$ cat config.mk
export PLATFORM = sky130hd
export DESIGN_NAME = note_repeat_ratchet_engine_core
export DESIGN_NICKNAME = d
export VERILOG_FILES = /design/src/hw/rtl/nrr_pkg.sv /design/src/hw/rtl/nrr_ctrl.sv /design/src/hw/rtl/nrr_dpath.sv /design/src/hw/rtl/note_repeat_ratchet_engine_core.sv
export SDC_FILE = /design/constraint.sdc
export NUM_CORES = 2
export LEC_CHECK = 0
export BUFFER_PORTS_ARGS = -buffer_cell sky130_fd_sc_hd__buf_4
export CAP_MARGIN = 20
export CORE_ASPECT_RATIO = 1.25
export CORE_MARGIN = 1.5
export CORE_UTILIZATION = 30
export CTS_CLUSTER_SIZE = 10
export DETAILED_ROUTE_END_ITERATION = 12
export PLACE_DENSITY = 0.53
export SKIP_LAST_GASP = 1
export SYNTH_ARGS = -nofsm -noshare
export SYNTH_HDL_FRONTEND = slang
export SYNTH_SLANG_ARGS = --single-unit
$ cat constraint.sdc
create_clock -name clk -period 8.2 [get_ports clk]
set_input_delay 0.41 -clock clk [delete_from_list [all_inputs] [get_ports clk]]
set_output_delay 0.41 -clock clk [all_outputs]
set_load 0.01 [all_outputs]
$ cat src/hw/rtl/nrr_pkg.sv
// Shared types and constants of the note repeat ratchet engine.
package nrr_pkg;

    localparam logic [1:0] CMD_TICK     = 2'd0;
    localparam logic [1:0] CMD_TRIGGER  = 2'd1;
    localparam logic [1:0] CMD_STOP     = 2'd2;
    localparam logic [1:0] CMD_STOP_ALL = 2'd3;

    localparam logic [2:0] REG_TEMPO  = 3'd0;
    localparam logic [2:0] REG_ENABLE = 3'd1;
    localparam logic [2:0] REG_RATE   = 3'd2;
    localparam logic [2:0] REG_GATE   = 3'd3;
    localparam logic [2:0] REG_DECAY  = 3'd4;
    localparam logic [2:0] REG_ACCENT = 3'd5;

    localparam int DIV_STEPS = 16;

    typedef struct packed {
        logic [1:0] command;
        logic [2:0] track;
        logic [6:0] note_in;
        logic [6:0] velocity_in;
        logic [3:0] channel_in;
    } req_t;

    typedef struct packed {
        logic [2:0] track_out;
        logic [6:0] note_out;
        logic [6:0] velocity_out;
        logic [3:0] channel_out;
        logic       is_note_on;
        logic       last_event;
    } evt_t;

    typedef enum logic [2:0] {
        MUL_NONE,
        MUL_DIV3,
        MUL_GATE,
        MUL_G100,
        MUL_CD,
        MUL_CDB,
        MUL_V100,
        MUL_ACC
    } mul_op_t;

    typedef struct packed {
        logic       latch_req;
        logic       tick_start;
        logic       div_step;
        logic [3:0] div_bit;
        logic [2:0] trk;
        mul_op_t    mul_op;
        logic       set_interval;
        logic       set_gtime;
        logic       set_vel;
        logic       set_accent;
        logic       emit_off;
        logic       emit_on;
        logic       cmd_exec;
        logic       flush;
    } nrr_cmd_t;

    typedef struct packed {
        logic is_tick;
        logic live;
        logic off_due;
        logic on_due;
        logic can_push;
        logic pend_valid;
        logic out_free;
    } nrr_sts_t;

endpackage

$ cat src/hw/rtl/nrr_ctrl.sv
// Sequencer that walks commands and tracks and issues datapath steps.
module nrr_ctrl #(
    parameter int TRACKS = 8
) (
    input  logic              clk,
    input  logic              rst_n,
    input  logic              req_valid,
    output logic              req_ready,
    input  nrr_pkg::nrr_sts_t sts,
    output nrr_pkg::nrr_cmd_t cmd
);

    typedef enum logic [4:0] {
        S_IDLE, S_DISP, S_DIV, S_TRK, S_IV1, S_IV2, S_G1, S_G2, S_G3, S_OFF,
        S_ONCHK, S_V1, S_V2, S_V3, S_V4, S_V5, S_V6, S_ON, S_NEXT, S_CMD, S_FIN
    } state_t;

    state_t     state_reg;
    logic [3:0] cnt_reg;
    logic [2:0] trk_reg;

    assign req_ready = (state_reg == S_IDLE);

    always_ff @(posedge clk or negedge rst_n)
    begin
        if (!rst_n)
        begin
            state_reg <= S_IDLE;
            cnt_reg   <= '0;
            trk_reg   <= '0;
        end
        else
        begin
            case (state_reg)
                S_IDLE:
                begin
                    if (req_valid)
                    begin
                        state_reg <= S_DISP;
                    end
                end
                S_DISP:
                begin
                    cnt_reg   <= '0;
                    trk_reg   <= '0;
                    state_reg <= sts.is_tick ? S_DIV : S_CMD;
                end
                S_DIV:
                begin
                    cnt_reg <= cnt_reg + 4'd1;
                    if (cnt_reg == 4'(nrr_pkg::DIV_STEPS - 1))
                    begin
                        state_reg <= S_TRK;
                    end
                end
                S_TRK:   state_reg <= sts.live ? S_IV1 : S_NEXT;
                S_IV1:   state_reg <= S_IV2;
                S_IV2:   state_reg <= S_G1;
                S_G1:    state_reg <= S_G2;
                S_G2:    state_reg <= S_G3;
                S_G3:    state_reg <= S_OFF;
                S_OFF:
                begin
                    if (!sts.off_due || sts.can_push)
                    begin
                        state_reg <= S_ONCHK;
                    end
                end
                S_ONCHK: state_reg <= sts.on_due ? S_V1 : S_NEXT;
                S_V1:    state_reg <= S_V2;
                S_V2:    state_reg <= S_V3;
                S_V3:    state_reg <= S_V4;
                S_V4:    state_reg <= S_V5;
                S_V5:    state_reg <= S_V6;
                S_V6:    state_reg <= S_ON;
                S_ON:
                begin
                    if (sts.can_push)
                    begin
                        state_reg <= S_NEXT;
                    end
                end
                S_NEXT:
                begin
                    if (trk_reg == 3'(TRACKS - 1))
                    begin
                        state_reg <= S_FIN;
                    end
                    else
                    begin
                        trk_reg   <= trk_reg + 3'd1;
                        state_reg <= S_TRK;
                    end
                end
                S_CMD:   state_reg <= S_FIN;
                S_FIN:
                begin
                    if (!sts.pend_valid || sts.out_free)
                    begin
                        state_reg <= S_IDLE;
                    end
                end
                default: state_reg <= S_IDLE;
            endcase
        end
    end

    always_comb
    begin
        cmd              = '0;
        cmd.mul_op       = nrr_pkg::MUL_NONE;
        cmd.trk          = trk_reg;
        cmd.div_bit      = cnt_reg;
        cmd.latch_req    = (state_reg == S_IDLE) && req_valid;
        cmd.tick_start   = (state_reg == S_DISP) && sts.is_tick;
        cmd.div_step     = (state_reg == S_DIV);
        cmd.set_interval = (state_reg == S_IV2);
        cmd.set_gtime    = (state_reg == S_G3);
        cmd.set_vel      = (state_reg == S_V4);
        cmd.set_accent   = (state_reg == S_V6);
        cmd.emit_off     = (state_reg == S_OFF) && sts.off_due && sts.can_push;
        cmd.emit_on      = (state_reg == S_ON) && sts.can_push;
        cmd.cmd_exec     = (state_reg == S_CMD);
        cmd.flush        = (state_reg == S_FIN) && sts.pend_valid && sts.out_free;
        case (state_reg)
            S_IV1:   cmd.mul_op = nrr_pkg::MUL_DIV3;
            S_G1:    cmd.mul_op = nrr_pkg::MUL_GATE;
            S_G2:    cmd.mul_op = nrr_pkg::MUL_G100;
            S_V1:    cmd.mul_op = nrr_pkg::MUL_CD;
            S_V2:    cmd.mul_op = nrr_pkg::MUL_CDB;
            S_V3:    cmd.mul_op = nrr_pkg::MUL_V100;
            S_V5:    cmd.mul_op = nrr_pkg::MUL_ACC;
            default: cmd.mul_op = nrr_pkg::MUL_NONE;
        endcase
    end

endmodule

$ cat src/hw/rtl/nrr_dpath.sv
// Datapath: registers, track state, shared multiplier, tempo divider, event buffers.
module nrr_dpath #(
    parameter int TRACKS = 8
) (
    input  logic              clk,
    input  logic              rst_n,
    input  nrr_pkg::req_t     req,
    input  logic              cfg_we,
    input  logic [2:0]        cfg_index,
    input  logic [63:0]       cfg_data,
    output logic              evt_valid,
    input  logic              evt_ready,
    output nrr_pkg::evt_t     evt,
    input  nrr_pkg::nrr_cmd_t cmd,
    output nrr_pkg::nrr_sts_t sts
);

    localparam int TW = (TRACKS > 1) ? $clog2(TRACKS) : 1;
    localparam logic [19:0] K100 = 20'd671089;  // ceil(2^26 / 100)
    localparam logic [19:0] K3   = 20'd43691;   // ceil(2^17 / 3)
    localparam logic [19:0] K5   = 20'd205;     // ceil(2^10 / 5)
    localparam logic [15:0] MS_PER_MIN = 16'd60000;

    logic [8:0]  tempo_reg;
    logic [7:0]  enable_reg;
    logic [23:0] rate_reg;
    logic [55:0] gate_reg;
    logic [47:0] decay_reg;
    logic [63:0] accent_reg;

    nrr_pkg::req_t req_reg;
    logic [31:0] ms_reg;

    logic        active_reg   [TRACKS];
    logic        sounding_reg [TRACKS];
    logic [6:0]  note_reg     [TRACKS];
    logic [6:0]  base_reg     [TRACKS];
    logic [3:0]  chan_reg     [TRACKS];
    logic [31:0] last_reg     [TRACKS];
    logic [7:0]  count_reg    [TRACKS];

    logic [9:0]  rem_reg;
    logic [15:0] quo_reg;
    logic [40:0] prod_reg;
    logic [11:0] interval_reg;
    logic [14:0] gtime_reg;
    logic [31:0] elapsed_reg;
    logic [6:0]  vel_reg;

    nrr_pkg::evt_t pend_reg;
    logic          pend_valid_reg;
    nrr_pkg::evt_t out_reg;
    logic          out_valid_reg;

    logic [TW-1:0] ti;
    logic [TW-1:0] ri;
    logic          in_range;
    logic [9:0]    rem_shift;
    logic [11:0]   quarter;
    logic [9:0]    six;
    logic [2:0]    rate_code;
    logic [6:0]    gate_raw;
    logic [6:0]    gate_pct;
    logic [5:0]    decay_raw;
    logic [5:0]    decay_pct;
    logic [11:0]   num3;
    logic [11:0]   interval_sel;
    logic [20:0]   mul_a;
    logic [19:0]   mul_b;
    logic [14:0]   amt;
    logic [9:0]    vel6;
    logic [7:0]    vacc;
    logic          acc_hit;
    logic          out_free;
    logic          ev_load;
    nrr_pkg::evt_t ev_data;
    logic          cmd_emit;
    nrr_pkg::evt_t cmd_ev;

    assign ti       = cmd.trk[TW-1:0];
    assign ri       = req_reg.track[TW-1:0];
    assign in_range = ({1'b0, req_reg.track} < 4'(TRACKS));

    assign rem_shift = {rem_reg[8:0], MS_PER_MIN[4'(15) - cmd.div_bit]};
    assign quarter   = quo_reg[11:0];
    assign six       = quarter[11:2];

    assign rate_code = rate_reg[cmd.trk * 3 +: 3];
    assign gate_raw  = gate_reg[cmd.trk * 7 +: 7];
    assign decay_raw = decay_reg[cmd.trk * 6 +: 6];
    assign gate_pct  = (gate_raw < 7'd10) ? 7'd10 : ((gate_raw > 7'd95) ? 7'd95 : gate_raw);
    assign decay_pct = (decay_raw > 6'd50) ? 6'd50 : decay_raw;

    always_comb
    begin
        case (rate_code)
            3'd5:    num3 = {six, 2'b00};
            3'd6:    num3 = {1'b0, six, 1'b0};
            default: num3 = {2'b00, six};
        endcase
        case (rate_code)
            3'd0:    interval_sel = quarter;
            3'd1:    interval_sel = {1'b0, six, 1'b0};
            3'd2:    interval_sel = {2'b00, six};
            3'd3:    interval_sel = {3'b000, six[9:1]};
            3'd4:    interval_sel = {4'b0000, six[9:2]};
            default: interval_sel = prod_reg[28:17];
        endcase
    end

    assign amt     = prod_reg[40:26];
    assign vel6    = {1'b0, vel_reg, 2'b00} + {2'b00, vel_reg, 1'b0};
    assign vacc    = prod_reg[17:10];
    assign acc_hit = accent_reg[{cmd.trk, count_reg[ti][2:0]}];

    always_comb
    begin
        mul_a = '0;
        mul_b = '0;
        case (cmd.mul_op)
            nrr_pkg::MUL_DIV3:
            begin
                mul_a = 21'(num3);
                mul_b = K3;
            end
            nrr_pkg::MUL_GATE:
            begin
                mul_a = 21'(interval_reg);
                mul_b = 20'(gate_pct);
            end
            nrr_pkg::MUL_G100:
            begin
                mul_a = prod_reg[20:0];
                mul_b = K100;
            end
            nrr_pkg::MUL_CD:
            begin
                mul_a = 21'(count_reg[ti]);
                mul_b = 20'(decay_pct);
            end
            nrr_pkg::MUL_CDB:
            begin
                mul_a = prod_reg[20:0];
                mul_b = 20'(base_reg[ti]);
            end
            nrr_pkg::MUL_V100:
            begin
                mul_a = prod_reg[20:0];
                mul_b = K100;
            end
            nrr_pkg::MUL_ACC:
            begin
                mul_a = 21'(vel6);
                mul_b = K5;
            end
            default:
            begin
                mul_a = '0;
                mul_b = '0;
            end
        endcase
    end

    // Non-tick command: decide the note-off it releases.
    always_comb
    begin
        cmd_emit = 1'b0;
        cmd_ev   = '0;
        cmd_ev.track_out = req_reg.track;
        case (req_reg.command)
            nrr_pkg::CMD_STOP:
            begin
                cmd_emit = in_range && active_reg[ri] && sounding_reg[ri]
                           && (note_reg[ri] == req_reg.note_in)
                           && (chan_reg[ri] == req_reg.channel_in);
                cmd_ev.note_out    = req_reg.note_in;
                cmd_ev.channel_out = req_reg.channel_in;
            end
            nrr_pkg::CMD_STOP_ALL:
            begin
                cmd_emit = in_range && active_reg[ri] && sounding_reg[ri];
                cmd_ev.note_out    = note_reg[ri];
                cmd_ev.channel_out = chan_reg[ri];
            end
            default: cmd_emit = 1'b0;
        endcase
    end

    always_comb
    begin
        ev_data = '0;
        ev_data.track_out   = cmd.trk;
        ev_data.note_out    = note_reg[ti];
        ev_data.channel_out = chan_reg[ti];
        ev_load = cmd.emit_off || cmd.emit_on;
        if (cmd.emit_on)
        begin
            ev_data.velocity_out = vel_reg;
            ev_data.is_note_on   = 1'b1;
        end
        if (cmd.cmd_exec)
        begin
            ev_load = cmd_emit;
            ev_data = cmd_ev;
        end
    end

    assign out_free = !out_valid_reg || evt_ready;

    assign sts.is_tick    = (req_reg.command == nrr_pkg::CMD_TICK);
    assign sts.live       = enable_reg[cmd.trk] && active_reg[ti];
    assign sts.off_due    = sounding_reg[ti] && (elapsed_reg >= 32'(gtime_reg));
    assign sts.on_due     = (elapsed_reg >= 32'(interval_reg));
    assign sts.can_push   = !pend_valid_reg || out_free;
    assign sts.pend_valid = pend_valid_reg;
    assign sts.out_free   = out_free;

    assign evt_valid = out_valid_reg;
    assign evt       = out_reg;

    always_ff @(posedge clk or negedge rst_n)
    begin
        if (!rst_n)
        begin
            tempo_reg  <= 9'd120;
            enable_reg <= '0;
            rate_reg   <= 24'h492492;
            gate_reg   <= 56'd28369131510995250;
            decay_reg  <= 48'd44678567731850;
            accent_reg <= 64'h0101010101010101;
        end
        else if (cfg_we)
        begin
            case (cfg_index)
                nrr_pkg::REG_TEMPO:
                begin
                    if (cfg_data[8:0] < 9'd20)
                    begin
                        tempo_reg <= 9'd20;
                    end
                    else if (cfg_data[8:0] > 9'd300)
                    begin
                        tempo_reg <= 9'd300;
                    end
                    else
                    begin
                        tempo_reg <= cfg_data[8:0];
                    end
                end
                nrr_pkg::REG_ENABLE: enable_reg <= cfg_data[7:0];
                nrr_pkg::REG_RATE:   rate_reg   <= cfg_data[23:0];
                nrr_pkg::REG_GATE:   gate_reg   <= cfg_data[55:0];
                nrr_pkg::REG_DECAY:  decay_reg  <= cfg_data[47:0];
                nrr_pkg::REG_ACCENT: accent_reg <= cfg_data;
                default: ;
            endcase
        end
    end

    // Working registers, no reset needed.
    always_ff @(posedge clk)
    begin
        if (cmd.latch_req)
        begin
            req_reg <= req;
        end
        if (cmd.tick_start)
        begin
            rem_reg <= '0;
            quo_reg <= '0;
        end
        else if (cmd.div_step)
        begin
            if (rem_shift >= 10'(tempo_reg))
            begin
                rem_reg <= rem_shift - 10'(tempo_reg);
                quo_reg <= {quo_reg[14:0], 1'b1};
            end
            else
            begin
                rem_reg <= rem_shift;
                quo_reg <= {quo_reg[14:0], 1'b0};
            end
        end
        if (cmd.mul_op != nrr_pkg::MUL_NONE)
        begin
            prod_reg <= 41'(mul_a) * 41'(mul_b);
        end
        if (cmd.mul_op == nrr_pkg::MUL_DIV3)
        begin
            elapsed_reg <= ms_reg - last_reg[ti];
        end
        if (cmd.set_interval)
        begin
            interval_reg <= interval_sel;
        end
        if (cmd.set_gtime)
        begin
            gtime_reg <= amt;
        end
        if (cmd.set_vel)
        begin
            vel_reg <= (amt >= 15'(base_reg[ti])) ? 7'd1 : (base_reg[ti] - amt[6:0]);
        end
        if (cmd.set_accent && acc_hit)
        begin
            vel_reg <= (vacc > 8'd127) ? 7'd127 : vacc[6:0];
        end
        if (ev_load)
        begin
            pend_reg <= ev_data;
        end
        if (ev_load && pend_valid_reg)
        begin
            out_reg <= pend_reg;
        end
        else if (cmd.flush)
        begin
            // last_event is the low bit of the beat
            out_reg <= {pend_reg[$bits(nrr_pkg::evt_t)-1:1], 1'b1};
        end
    end

    always_ff @(posedge clk or negedge rst_n)
    begin
        if (!rst_n)
        begin
            ms_reg         <= '0;
            pend_valid_reg <= 1'b0;
            out_valid_reg  <= 1'b0;
            for (int i = 0; i < TRACKS; i++)
            begin
                active_reg[i]   <= 1'b0;
                sounding_reg[i] <= 1'b0;
                note_reg[i]     <= '0;
                base_reg[i]     <= '0;
                chan_reg[i]     <= '0;
                last_reg[i]     <= '0;
                count_reg[i]    <= '0;
            end
        end
        else
        begin
            if (cmd.tick_start)
            begin
                ms_reg <= ms_reg + 32'd1;
            end
            if ((ev_load && pend_valid_reg) || cmd.flush)
            begin
                out_valid_reg <= 1'b1;
            end
            else if (evt_ready)
            begin
                out_valid_reg <= 1'b0;
            end
            if (ev_load)
            begin
                pend_valid_reg <= 1'b1;
            end
            else if (cmd.flush)
            begin
                pend_valid_reg <= 1'b0;
            end
            if (cmd.emit_off)
            begin
                sounding_reg[ti] <= 1'b0;
            end
            if (cmd.emit_on)
            begin
                sounding_reg[ti] <= 1'b1;
                last_reg[ti]     <= ms_reg;
                count_reg[ti]    <= count_reg[ti] + 8'd1;
            end
            if (cmd.cmd_exec && in_range)
            begin
                case (req_reg.command)
                    nrr_pkg::CMD_TRIGGER:
                    begin
                        if (enable_reg[req_reg.track])
                        begin
                            active_reg[ri]   <= 1'b1;
                            sounding_reg[ri] <= 1'b0;
                            note_reg[ri]     <= req_reg.note_in;
                            base_reg[ri]     <= req_reg.velocity_in;
                            chan_reg[ri]     <= req_reg.channel_in;
                            last_reg[ri]     <= ms_reg;
                            count_reg[ri]    <= '0;
                        end
                    end
                    nrr_pkg::CMD_STOP:
                    begin
                        if (active_reg[ri] && (note_reg[ri] == req_reg.note_in)
                            && (chan_reg[ri] == req_reg.channel_in))
                        begin
                            active_reg[ri]   <= 1'b0;
                            sounding_reg[ri] <= 1'b0;
                        end
                    end
                    nrr_pkg::CMD_STOP_ALL:
                    begin
                        active_reg[ri]   <= 1'b0;
                        sounding_reg[ri] <= 1'b0;
                    end
                    default: ;
                endcase
            end
        end
    end

endmodule

$ cat src/hw/rtl/note_repeat_ratchet_engine_core.sv
// Top level of the note repeat ratchet engine.
//
//  channel | signals                          | direction
//  --------+----------------------------------+----------
//  req     | req_valid, req_ready, req        | in
//  evt     | evt_valid, evt_ready, evt        | out
//  cfg     | cfg_we, cfg_index, cfg_data      | in
//
// A stop, stop-all or trigger is dispatched and executed, then hands off its beat.
// A tick runs the tempo divider, then walks every track: an idle track is skipped and a
// live track runs the shared multiplier sequence.
// Reset clears all track state and loads the register defaults.
// A stalled evt side holds the walk only when both the output and pending beat are full.
module note_repeat_ratchet_engine_core #(
    parameter int TRACKS = 8
) (
    input  logic          clk,
    input  logic          rst_n,
    input  logic          req_valid,
    output logic          req_ready,
    input  nrr_pkg::req_t req,
    output logic          evt_valid,
    input  logic          evt_ready,
    output nrr_pkg::evt_t evt,
    input  logic          cfg_we,
    input  logic [2:0]    cfg_index,
    input  logic [63:0]   cfg_data
);

    nrr_pkg::nrr_cmd_t cmd;
    nrr_pkg::nrr_sts_t sts;

    nrr_ctrl #(
        .TRACKS (TRACKS)
    ) u_ctrl (
        .clk       (clk),
        .rst_n     (rst_n),
        .req_valid (req_valid),
        .req_ready (req_ready),
        .sts       (sts),
        .cmd       (cmd)
    );

    nrr_dpath #(
        .TRACKS (TRACKS)
    ) u_dpath (
        .clk       (clk),
        .rst_n     (rst_n),
        .req       (req),
        .cfg_we    (cfg_we),
        .cfg_index (cfg_index),
        .cfg_data  (cfg_data),
        .evt_valid (evt_valid),
        .evt_ready (evt_ready),
        .evt       (evt),
        .cmd       (cmd),
        .sts       (sts)
    );

endmodule
After elaboration in Yosys (flattened, before gate mapping)
Memories as Yosys holds them, arrays and structs flattened.
Cells that the tools add are included.
Widths: inputs -> output; s select.
{ "totals": {"mem_count": 1, "elab_cells": 364, "output_inout_bits": 25, "input_bits": 95, "mem_bits_ro": 16, "reg_bits": 932} }
{ "memory_table": {"columns": ["memory", "words", "word_bits", "read_ports", "rd_ports_with_merged_regs", "write_ports", "line", "text"], "rows": [
  ["(no name shown)", 16, 1, 1, 0, 0, "nrr_dpath.sv:84", "assign rem_shift = {rem_reg[8:0], MS_PER_MIN[4'(15) - cmd.div_bit]};"]
]} }
{ "op_classes": {"mul": 4, "bitwise_logic": 12, "n_eq_ne": 53, "n_reduce_logical": 51, "add_sub_neg": 9, "n_lt_le_gt_ge": 18, "shifts": 3, "mux": 121} }
{ "op_table": {"columns": ["operator", "count"], "rows": [
  ["$mux 256", 4],
  ["$bwmux 256", 2],
  ["$mux 64", 4],
  ["$demux 32 s3", 2],
  ["$mux 32", 4],
  ["$pmux 20 s6", 1],
  ["$bwmux 56", 2],
  ["$pmux 21 s5", 1],
  ["$pmux 5 s21", 1],
  ["$mux 7", 14],
  ["$bmux 32 s3", 1],
  ["$mux 8", 11],
  ["$mux 23", 3],
  ["$and 64x64->64", 1],
  ["$bwmux 64", 1],
  ["$not 64->64", 1],
  ["$bmux 7 s3", 3],
  ["$pmux 12 s5", 1],
  ["$shiftx 56x7->7", 1],
  ["$demux 8 s3", 2],
  ["$pmux 8 s3", 2],
  ["$shiftx 48x7->6", 1],
  ["$mux 5", 9],
  ["$mul 21x20->41", 1],
  ["other kinds (80)", 198]
]} }

Logic depth before layout (Yosys ltp)
{ "depth": {"depth_word": 14, "ltp_mapped": 39} }

Modules after synthesis
A second synthesis with hierarchy kept.
{ "unflattened": {"hier_cells": 5159, "area_unflattened_um2": 57799.2} }
{ "by_module_without_submodules": {"columns": ["module", "area_per_inst_um2", "seq_area_each_um2", "n_inst", "cells_per_inst"], "rows": [
  ["nrr_dpath", 56815.7, 23842.9, 1, 5041],
  ["nrr_ctrl", 983.4, 300.3, 1, 118]
]} }

Worst setup path before layout
Ideal clock, no wire load.
{ "synth_path": {"path_type": "register to register", "start": "register u_ctrl.trk_reg[1]", "end": "register u_dpath.prod_reg[34], data pin", "n_path_buf": 6, "arrival_ps": 8376, "setup_time_ps": 269, "period_less_slack_ps": 8645, "stages_incl_launch_ff": 35, "setup_slack_ps": -445, "path_cell_list": "dfrtp_1 > buf_4 > buf_6 > buf_4 > buf_2 > buf_1 > mux4_2 > mux2i_1 > nand3_1 > nor3b_1 > o21ai_0 > clkbuf_1 > nand2_1 > fa_1 > inv_1 > fa_1 > inv_1 > fa_1 > inv_1 > fa_1 > fa_1 > fa_1 > inv_1 > fa_1 > inv_1 > ha_1 > a21o_1 > a21oi_1 > nor2b_1 > o21ai_0 > a31oi_1 > o21a_1 > a211o_1 > a2111oi_0 > nor3_1"} }
{ "synth_via": {"elab_chain_len": 7} }
{ "synth_lines": {"columns": ["element", "line", "text"], "rows": [
  ["from (decl)", "nrr_ctrl.sv:20", "logic [2:0] trk_reg;"],
  ["from (signal assigned)", "nrr_ctrl.sv:91", "trk_reg <= trk_reg + 3'd1;"],
  ["$mul 3x3->6", "nrr_dpath.sv:89", "assign gate_raw = gate_reg[cmd.trk * 7 +: 7];"],
  ["$shiftx 56x7->7", "nrr_dpath.sv:89", null],
  ["$gt 7x7->1", "nrr_dpath.sv:91", "assign gate_pct = (gate_raw < 7'd10) ? 7'd10 : ((gate_raw > 7'd95) ? 7'd95 : gate_raw);"],
  ["$mux 7 (2 in series)", "nrr_dpath.sv:91", null],
  ["$pmux 20 s6", "nrr_dpath.sv:120", "case (cmd.mul_op)"],
  ["$mul 21x20->41 (*)", "nrr_dpath.sv:287", "prod_reg <= 41'(mul_a) * 41'(mul_b);"],
  ["to (signal assigned)", "nrr_dpath.sv:287", null],
  ["to (decl)", "nrr_dpath.sv:44", "logic [40:0] prod_reg;"]
]} }
Every way passes the cells marked *; elsewhere a longest branch is shown, timed or not. The select of a mux whose other input is x is not followed.
A chain may end at the register's enable or synchronous reset.

Worst setup path after layout
{ "layout_path": {"start": "register u_ctrl.trk_reg[0]", "end": "register u_dpath.prod_reg[39], data pin"} }
The elaborated chain is that of the path after synthesis.

==> qor.yml <==
clock_network:
  cts_max_path_buffers: 3
  cts_tree: "built"
  root_buffer: "clkbuf_16"
  worstSkewPairLatency_ns: 0.74
  path_clk_slew_ns: 0.07
  htreeDepth: 3
  cts_buffers: 108
  clock_sinks: 931
job:
  cap_violations: 0
global_routing:
  grt_max_degree: 170
  track_usage_pct: 19.2
  grt.overflow.total: 0
  antenna_found_initial: 11
  grt_pass1_vias: 43300
  grt_pass1_wl_um: 280000
place:
  portBuffers: 119
  post-dp-hpwl_um: 132000
  pre_cts_ws_ns: -0.736
  place_congestion: 0.892
  placed_area_um2: 63600
synthesis:
  synth_seq_area_share_pct: 42.3
  synthTopCellsByArea: "dfrtp_1, mux2_2, fa_1"
  synth_area_per_cell_um2: 11.4
  syn_area_um2: 57000
  ys.flop_type: "dfrtp_1"
  synth-edff-count: 175
  synth_cell_types: 80
  yosys-top-cells-count: "dfrtp_1, mux2_2, inv_1"
  yosysMostFrequentCell: "dfrtp_1"
  syn_inst: 5003
  synth_area_leader_cell: "dfrtp_1"
  ys_seq_elements: 931
  async_reset_ff_share_pct: 78.9
  yosys_warnings: 0
  yosysTopAreaCellShare_pct: 29.6
sta:
  fin_crit_ns: 8.59
  skew_ns: 0.0677
  setup_viol: 18
  max_freq_mhz: 116
  worst_pin_slew_ns: 1.05
  relSlewSlack_pct: 27.9
  period_share_pct: 105
  drv_slew: 0
  rsz0062_at_grt: "yes"
  timing.final.ws_setup_ns: -0.390
  hold_viol: 0
worst_hold_path:
  holdPathStages: 2
  hold_path_startpoint: "cfg_data[5]"
  hold_path_class: "in2reg"
  holdPathEnd: "u_dpath.enable_reg[5]"
status:
  status: "finished, violations left"
  violations: "negative setup slack"
cells_and_area:
  fin_util_pct: 36.7
  largest_reg_flops: 256
  fin_area_um2: 69200
  area_growth_syn_to_layout_pct: 21.3
  drive_above_1_share_pct: 29.6
  fill_cells: 18600
  final_nets: 6186
drt:
  ant_nets: 0
  drc: 0
  first_pass_iters: 6
  drt_wl_total_um: 185000
  drtIter0Drc: 2986
  wl_per_cell_um: 22.8
  viasPerCell: 5.13
  vias: 41700
floorplan:
  fp.dieW_um: 393
  io_pins: 120
  start_util_pct: 30.2
  core_area_um2: 189000
  fp-row-count: 178
  die_h_um: 490
  dieArea_um2: 193000
power:
  power_density_nw_per_um2: 271
  leakage_nw: 32.0
  irDropWorstVdd_uv: 191
critical_path:
  required_ns: 8.65
  crit_fanout: 6
  worst_setup_path_start_kind: "register"
  crit_arrival_ns: 9.04
  worst_path_most_repeated_cell: "fa_1"
  critical_path_class: "reg2reg"
  crit_path_max_incr_delay_ns: 0.61
  slowest_stage: "fa_2"
  rr_endpoint: "u_dpath.prod_reg[39]"
  r2r_setup_slack_ns: -0.39
  rr_worst_depth: 33
  r2r_start: "u_ctrl.trk_reg[0]"
  crit_path_end_kind: "register"
[worst max-delay path by stage]
stage	startpoint	end	slack (ns)
floorplan	u_ctrl.trk_reg[2]	u_dpath.prod_reg[34]	-0.06
global placement	u_ctrl.trk_reg[2]	u_dpath.prod_reg[34]	-0.54
detailed placement	u_ctrl.trk_reg[2]	u_dpath.prod_reg[37]	-0.74
CTS	u_ctrl.trk_reg[0]	u_dpath.prod_reg[37]	-0.32
global route	u_ctrl.trk_reg[0]	u_dpath.prod_reg[36]	-0.66
finish	u_ctrl.trk_reg[0]	u_dpath.prod_reg[39]	-0.39
[power breakdown]
part | switching, mW | total, mW | internal [mW]
Clock | 1.98 | 4.53 | 2.54
Combinational | 4.70 | 8.14 | 3.44
Sequential | 0.538 | 6.10 | 5.57
Total | 7.22 | 18.8 | 11.5
[cell usage in the layout (no fill, tap or decap), types with 36 or more instances in the layout]
master	netlist	routed
nor2b_1	46	42
a22o_1	41	40
mux2i_1	92	91
inv_1	487	475
xnor2_1	83	82
dfrtp_1	675	672
clkbuf_1	197	59
a21oi_1	159	139
mux4_2	51	51
nor2_1	162	147
and3_1	52	48
clkbuf_16	0	108
o22ai_1	62	60
mux2_2	618	618
and2_1	61	52
o21ai_0	144	135
ha_1	280	270
a221oi_1	60	53
edfxtp_1	175	175
dfstp_2	60	60
xor2_1	38	36
buf_4	9	548
a22oi_1	142	138
nand2_1	414	398
fa_1	280	266
dlygate4sd3_1	0	82
a21o_1	57	57
nand3_1	72	70
[metrics by stage]
| stage | power, mW | hold slack (ns) | std cells | TNS, ns |
|---|---|---|---|---|
| after floorplan | 10.5 | 0.114 | 5028 | -0.0626 |
| after global routing | 19.8 | 0.0201 | 8131 | -10.86 |
| after CTS | 18.7 | 0.0185 | 8097 | -2.86 |
| final | 18.8 | 0.0541 | 8131 | -3.97 |
| after detailed placement | 13.7 | 0.406 | 7791 | -10.72 |
| after global placement | 13.7 | 0.404 | 7790 | -8.26 |
[layer usage]
metal | routed length (µm) | GRT usage, % | up-vias
li1 | - | - | 18600
met2 | 91600 | 32.8 | 1142
met4 | 6120 | 5.89 | 6
met5 | 30 | 0 | -
met1 | 78800 | 24.9 | 21600
met3 | 8770 | 2.54 | 317
[cell families after synthesis]
kind of cell | share of synthesized area, %
AND/OR/NAND/NOR | 8.09
flip-flops | 42.3
AO/OA/AOI/OAI | 10.5
buffers and inverters | 5.40
multiplexers | 15.9
adder cells (fa/ha/maj) | 16.0
XOR/XNOR | 1.86
other | 0.0132
[repair_timing]
item,CTS,global route
setup buffers,35,35
pin swaps,67,81
setup endpoints to repair,22,25
hold endpoints to repair,279,0
cloned,2,0
hold buffers,82,0
gates resized for setup,142,77
[critical path: cells and delay by family (launching register included)]
kind,cells,cell delay [ns]
compound gates,10,2.24
buf+inv,8,0.94
flops,1,0.52
xor+xnor,1,0.09
simple gates,6,0.74
fa+ha+maj,8,3.78
[area by class of cell]
| cell class | count | area, µm² | share of cell area [%] |
|---|---|---|---|
| Antenna cell | 1 | 2.50 | 0.00362 |
| Clock buffer | 174 | 3020 | 4.37 |
| Clock inverter | 15 | 194 | 0.280 |
| Inverter | 490 | 1840 | 2.66 |
| Multi-Input combinational cell | 3311 | 30900 | 44.7 |
| Sequential cell | 931 | 24200 | 34.9 |
| Tap cell | 2520 | 3150 | 4.56 |
| Timing Repair Buffer | 689 | 5860 | 8.47 |
(Power assumes the default switching activity.)
